[src/hw/rtl/csbfc_pkg.sv]
// Shared constants and types for the clip-space box frustum cull block.
`default_nettype none

package csbfc_pkg;

  localparam int COORD_WIDTH_DEF = 32;

  localparam int N_ROWS   = 4;
  localparam int N_COLS   = 4;
  localparam int N_EXT    = 3;
  localparam int N_REGS   = 8;
  localparam int N_PLANES = 5;

  localparam int WORD_W  = 32;
  localparam int PDATA_W = 64;
  localparam int PADDR_W = 6;
  localparam int REG_LSB = 3;

  localparam int ROW_X = 0;
  localparam int ROW_Y = 1;
  localparam int ROW_Z = 2;
  localparam int ROW_W = 3;

  typedef enum logic [2:0] {
    PL_LEFT,
    PL_RIGHT,
    PL_BOTTOM,
    PL_TOP,
    PL_BACK
  } plane_t;

endpackage

`default_nettype wire

[src/hw/rtl/csbfc_cfg.sv]
// Matrix configuration registers behind the APB-style port.
`default_nettype none

module csbfc_cfg
  import csbfc_pkg::*;
#(
  parameter int COORD_WIDTH = COORD_WIDTH_DEF
) (
  input  logic                                        clk,
  input  logic                                        rst_n,
  input  logic                                        psel,
  input  logic                                        penable,
  input  logic                                        pwrite,
  input  logic [PADDR_W-1:0]                          paddr,
  input  logic [PDATA_W-1:0]                          pwdata,
  output logic [PDATA_W-1:0]                          prdata,
  output logic                                        pready,
  output logic [N_ROWS*N_COLS-1:0][COORD_WIDTH-1:0]   mat
);

  logic [N_REGS-1:0][PDATA_W-1:0] mat_regs_r;
  logic [PADDR_W-REG_LSB-1:0]     reg_idx;
  logic                           wr_en;

  assign reg_idx = paddr[PADDR_W-1:REG_LSB];
  assign wr_en   = psel && penable && pwrite;
  assign pready  = 1'b1;
  assign prdata  = mat_regs_r[reg_idx];

  always_ff @(posedge clk) begin
    if (!rst_n) begin
      mat_regs_r <= '0;
    end else if (wr_en) begin
      mat_regs_r[reg_idx] <= pwdata;
    end
  end

  // Each 64-bit register holds two columns of one row; the low word is the even column.
  for (genvar r = 0; r < N_ROWS; r++) begin : g_row
    for (genvar c = 0; c < N_COLS; c++) begin : g_col
      assign mat[r*N_COLS+c] = mat_regs_r[r*2 + c/2][(c%2)*WORD_W +: COORD_WIDTH];
    end
  end

endmodule

`default_nettype wire

[config.mk]
export PLATFORM = sky130hd
export DESIGN_NAME = csbfc_cfg
export DESIGN_NICKNAME = d
export VERILOG_FILES = /design/src/hw/rtl/csbfc_pkg.sv /design/src/hw/rtl/csbfc_cfg.sv
export SDC_FILE = /design/constraint.sdc
export NUM_CORES = 1
export LEC_CHECK = 0
export BUFFER_PORTS_ARGS = -buffer_cell sky130_fd_sc_hd__buf_4
export CAP_MARGIN = 10
export CELL_PAD_IN_SITES_DETAIL_PLACEMENT = 0
export CELL_PAD_IN_SITES_GLOBAL_PLACEMENT = 1
export CORE_UTILIZATION = 36
export DETAILED_ROUTE_END_ITERATION = 10
export PLACE_DENSITY_LB_ADDON = 0.1
export SLEW_MARGIN = 5
export SYNTH_ARGS = -nofsm -noshare
export SYNTH_HDL_FRONTEND = slang
export SYNTH_SLANG_ARGS = --single-unit
[constraint.sdc]
create_clock -name clk -period 2.2 [get_ports clk]
set_input_delay 0.55 -clock clk [delete_from_list [all_inputs] [get_ports clk]]
set_output_delay 0.55 -clock clk [all_outputs]
set_load 0.02 [all_outputs]
==> flow_summary_export.csv, run 1 <==
group,metric,value,unit
drt,num_vias,25207,
drt,ant_nets,0,
clock_tree,cts_root_buffer,"clkbuf_16",
cells_and_area,final_core_util,51.1,%
floorplanning,dieArea,70300,um^2
clock_tree,clock_latency,0.62,ns
timing,layout_min_cycle_time,2.35,ns
synthesis,yosysSeqAreaShare,41.1,%
power_and_ir_drop,p_leak,13.5,nW
synthesis,synth.area.top_cells,"dfxtp_1 41%, nand3_1 10%, mux4_2 8.1%",
grt,track_usage,30.1,%
placement,post_dp_cell_area,31600,um^2
floorplanning,die_h,265,um
placement,dp_hpwl,71700,um
synthesis,postSynthCellCount,2779,
placement,dpl.cell_count,4128,
floorplanning,rows,96,
synthesis,synthDistinctLibCells,29,
placement,gp_congestion,0.867,
cells_and_area,final_common_cell,"buf_4",
worst_setup_path,arrival,1.80,ns
cells_and_area,drive_gt1_share,41.4,%
worst_setup_path,path_max_fanout,6,
cells_and_area,fin_nets,3407,
drt,route.detailed.drc,0,
synthesis,synth.avg_cell_area,8.97,um^2
timing,finalHoldViolCount,0,
drt,routed_wl,110000,um
clock_tree,tritoncts,"built",
cells_and_area,area_delta_synth_final,40.6,%
clock_tree,htree_num_levels,2,
synthesis,synthArstFlopShare,0,%
drt,dr.pass1.iters,7,
clock_tree,cts_buffers,57,
worst_setup_path,startpoint_type,"input port",
synthesis,synth_top_area_share,41.1,%
synthesis,synth_fp_nets,2854,
grt,grt_pass1_vias,23996,
clock_tree,clk_pin_slew,0.06,ns
synthesis,synth_seq_cells,512,
cells_and_area,n_fill_cell,6423,
clock_tree,clock_sinks,512,
timing,setup-violations-final,64,
timing,slew_headroom,59.2,%
floorplanning,core_area,68600,um^2
drt,post_drt_wl_per_cell,25.6,um
min_path,hold_path_class,"in2reg",
cells_and_area,final_cell_area,35000,um^2
timing,fmax,425,MHz
outcome,outcome,"complete, but fails checks",
worst_setup_path,critPathRequiredTime,1.65,ns
floorplanning,start_util,36.3,%
power_and_ir_drop,irDropWorstVdd,554,uV
worst_setup_path,worst-setup-path-type,"in2out",
timing,drv_slew,0,
grt,antenna_found_initial,4,
placement,place_ws,-0.388,ns
timing,max_slew.worst_pin.slew,0.612,ns
grt,grt_max_degree,118,
worst_setup_path,end_kind,"output pin",
synthesis,netlist_area,24900,um^2
cells_and_area,stdcell_count,4305,
drt,viasPerCell,5.86,
cells_and_area,mostFrequentLayoutCells,"702 x buf_4, 512 x nand3_1, 392 x o21ai_0",
synthesis,synth_top_area_cell,"dfxtp_1",
drt,drt_iter0_drc,2384,
floorplanning,io-pin-count,652,
synthesis,synth_edf_count,0,
clock_tree,hold_buffers,0,
timing,period_share,107,%
worst_setup_path,rr_worst_depth,3,
grt,gr-total-overflow,0,
job,cap_violations,0,
timing,finalSetupTns,-5.06,ns
cells_and_area,largest_reg_flops,512,
synthesis,ys_warn_count,0,
placement,io_buffer_count,647,
timing,finClkSkew,0,ns
synthesis,synthFlopType,"dfxtp_1",
power_and_ir_drop,cellPowerDensity,612,nW/um^2
floorplanning,die_w,265,um
min_path,hold_depth,3,
grt,grt_pass1_wl,162000,um
timing,setup_slack,-0.151,ns
timing,rsz0062_at_grt,"true",
clock_tree,cts_buffer_depth,3,
outcome,violations,"setup timing",
==> where the power goes <==
part,total [W],internal (W),switching [W]
Sequential,0.00939,0.00933,0.0000682
Clock,0.00975,0.00580,0.00395
Combinational,0.00228,0.000908,0.00138
Total,0.0214,0.0160,0.00540
==> cell type report <==
| class | instances | area (um^2) | share of cell area, % |
|---|---|---|---|
| multi-input combinational | 1872 | 13100 | 37.3 |
| clock inverter | 7 | 114 | 0.325 |
| sequential | 512 | 10500 | 30.0 |
| timing repair buffer | 887 | 8390 | 24.0 |
| clock buffer | 93 | 1770 | 5.06 |
| inverter | 2 | 8.76 | 0.0250 |
| tap | 931 | 1160 | 3.32 |
| antenna | 1 | 2.50 | 0.00714 |
==> what timing repair did <==
item                       4_1_cts  5_1_grt
setup buffers                   51       18
gates resized for setup        290      118
setup endpoints to repair       64       64
pin swaps                       33       37
cloned                           9        1
==> final timing paths <==
path | endpoint | slack [ns] | startpoint
worst min register to register | mat[502] | 0.48 | mat[502]
worst max register to register | mat[197] | 1.29 | mat[197]
worst max-delay path | prdata[53] | -0.15 | paddr[3]
worst min-delay path | mat[189] | 0.23 | pwdata[61]
==> cell usage after synthesis, types with 2 or more instances <==
cell type    n
o21ai_1    120
a21boi_1   268
clkbuf_1   203
buf_4       12
a21boi_0   244
nand2_1    190
mux4_1      37
nand3b_1     3
nand3_1    514
dfxtp_1    512
buf_2      152
o21ai_0    392
buf_1        7
and3_1       2
and3b_1      3
mux4_2      90
buf_6       15
inv_1        2
clkbuf_2     3
==> per-stage QoR <==
stage	hold slack [ns]	total power, W
floorplan	0.560	0.0108
global route	0.220	0.0221
CTS	0.198	0.0215
detailed placement	0.481	0.0117
finish	0.229	0.0214
global placement	0.475	0.0117
==> per-layer routing <==
layer  track usage [%]  wire (um)  part of all wire, %  vias up
met4              11.5       4140                  3.8        6
met1              40.5      46200                   42    12644
met2              48.0      51500                   47     1220
met3              5.29       8230                  7.5      202
met5                 0         40                0.036        -
li1                  -          -                    -    11135
==> critical path, cell delays in order <==
cell       delay [ns]
clkbuf_16        0.16
buf_12           0.14
buf_16           0.14
mux4_2           0.52
nand2_2          0.08
nand2_2          0.05
buf_6            0.13
==> cell families (layout without fill, tap and decap cells) <==
| kind of cell | Yosys count | in the layout | synth area share (%) |
|---|---|---|---|
| other cells | 1 | 2 | 0.0150 |
| mux | 128 | 128 | 12.1 |
| flops | 512 | 512 | 41.1 |
| simple gates | 716 | 716 | 13.6 |
| buf+inv | 395 | 989 | 7.40 |
| compound gates | 1027 | 1027 | 25.8 |
(Power assumes the default switching activity.)
==> run 2: changes to the inputs <==
- PLACE_DENSITY_LB_ADDON: 0.1 -> 0.12
==> flow_summary_export.csv, run 2 (same netlist as run 1, synthesis figures left out) <==
group,metric,value,unit
timing,layout_min_cycle_time,2.46,ns
clock_tree,cts_buffer_depth,3,
drt,viasPerCell,5.87,
worst_setup_path,path_cells,"clkbuf_16 > buf_16 > buf_4 > mux4_1 > nand2_1 > nand2_2 > buf_4",
floorplanning,start_util,36.3,%
cells_and_area,area_delta_synth_final,37.2,%
grt,grt_pass1_wl,160000,um
clock_tree,cts_buffers,56,
clock_tree,clock_sinks,512,
floorplanning,die_w,265,um
cells_and_area,fin_nets,3363,
power_and_ir_drop,p_leak,13.1,nW
timing,period_share,112,%
worst_setup_path,cpMostUsedCell,"buf_4",
timing,finClkSkew,0,ns
grt,track_usage,29.5,%
cells_and_area,stdcell_count,4265,
drt,num_vias,25039,
cells_and_area,final_core_util,49.9,%
floorplanning,io-pin-count,652,
min_path,hold_path_class,"in2reg",
timing,setup-violations-final,64,
clock_tree,htree_num_levels,2,
worst_setup_path,critPathRequiredTime,1.65,ns
cells_and_area,ff_latch_area,10300,um^2
clock_tree,clock_latency,0.61,ns
placement,io_buffer_count,647,
placement,gp_congestion,0.871,
clock_tree,clk_pin_slew,0.06,ns
cells_and_area,n_fill_cell,6440,
worst_setup_path,crit_family,"buffers and inverters",
drt,route.detailed.drc,0,
worst_setup_path,crit_slowest_cell,"mux4_1",
drt,ant_nets,0,
floorplanning,dieArea,70300,um^2
cells_and_area,diodes,0,
timing,fmax,407,MHz
outcome,outcome,"complete, but fails checks",
worst_setup_path,arrival,1.91,ns
grt,gr-total-overflow,0,
cells_and_area,drive_gt1_share,35.4,%
drt,post_drt_wl_per_cell,25.3,um
clock_tree,tritoncts,"built",
grt,antenna_found_initial,3,
worst_setup_path,startpoint_type,"input port",
grt,grt_max_degree,111,
worst_setup_path,cp_num_buf_inv,4,
worst_setup_path,worst-setup-path-type,"in2out",
timing,drv_slew,0,
floorplanning,core_area,68600,um^2
job,cap_violations,0,
power_and_ir_drop,cellPowerDensity,626,nW/um^2
cells_and_area,largest_reg_flops,512,
drt,dr.pass1.iters,6,
placement,dpl.cell_count,4147,
worst_setup_path,path_max_fanout,11,
worst_setup_path,end_kind,"output pin",
grt,grt_pass1_vias,23745,
drt,drt_iter0_drc,2440,
cells_and_area,mostFrequentLayoutCells,"684 x buf_4, 512 x nand3_1, 499 x dfxtp_1",
cells_and_area,final_common_cell,"buf_4",
cells_and_area,multi_input_comb_area,13000,um^2
floorplanning,rows,96,
clock_tree,cts_root_buffer,"clkbuf_16",
timing,setup_slack,-0.256,ns
timing,rsz0062_at_grt,"true",
worst_setup_path,crit_path_max_incr_delay,0.54,ns
power_and_ir_drop,irDropWorstVdd,593,uV
drt,routed_wl,108000,um
clock_tree,hold_buffers,0,
outcome,violations,"setup timing",
floorplanning,die_h,265,um
placement,dp_hpwl,72200,um
timing,finalHoldViolCount,0,
run 2: changes by cell type in the layout (fill, tap and decap cells not counted), moves of 5 or more:
cell       before  now
buf_16          9    4
buf_4         702  684
buf_6          76   60
clkbuf_1       17    8
clkbuf_16      63   58
clkbuf_8       17   12
clkinv_2        4   21
dfxtp_1       335  499
dfxtp_2       161    9
dfxtp_4        16    4
nand2_1        74   91
nand2_2       115   99
run 2: final cells by class:
cell class	instances	area share, %
Clock buffer	77	4.74
Timing Repair Buffer	844	22.9
Multi-Input combinational cell	1872	38.1
Tap cell	931	3.41
Inverter	2	0.0256
Clock inverter	27	0.783
Sequential cell	512	30.0
run 2: worst paths after layout:
kind              startpoint         end  slack [ns]  cells past startpoint
setup reg to reg    mat[255]    mat[255]        1.35                      2
setup / recovery    paddr[3]  prdata[56]       -0.26                      7
hold reg to reg     mat[510]    mat[510]        0.49                      2
hold / removal     pwdata[2]      mat[2]        0.24                      3
run 2: where the power goes:
group | internal (W) | switching [W] | leakage (nW)
Combinational | 0.000880 | 0.00136 | 8.02
Clock | 0.00572 | 0.00403 | 0.956
Sequential | 0.00933 | 0.0000703 | 4.13
Total | 0.0159 | 0.00547 | 13.1
run 2: what timing repair did:
action,4_1_cts,5_1_grt
setup buffers,11,1
gates resized for setup,151,43
endpoints found under the setup margin,64,64
pin swaps,50,22
gates cloned,4,0
run 2: layer usage:
| layer | track usage, % | part of all wire [%] | vias to the layer above |
|---|---|---|---|
| met5 | 0 | 0.036 | - |
| met4 | 10.5 | 3.5 | 6 |
| met3 | 5.30 | 7.7 | 191 |
| met2 | 47.5 | 47 | 1209 |
| met1 | 39.5 | 42 | 12565 |
| li1 | - | - | 11068 |
run 2: metrics by stage:
stage | hold WS (ns) | total power (W) | setup slack (ns) | setup TNS, ns | instance area [um^2]
after global routing | 0.229 | 0.0220 | -0.310 | -14.21 | 34200
after global placement | 0.476 | 0.0117 | -0.364 | -16.79 | 31700
after detailed placement | 0.489 | 0.0117 | -0.356 | -16.42 | 31700
after CTS | 0.211 | 0.0215 | -0.258 | -12.27 | 34100
final | 0.241 | 0.0214 | -0.256 | -11.18 | 34200
after floorplan | 0.560 | 0.0108 | -0.0210 | -0.603 | 25100
run 2: worst register-to-register path: cells and delay by family, from the launching register on:
family         cells  cell delay [ns]
flip-flops         1             0.42
AO/OA/AOI/OAI      2             0.36
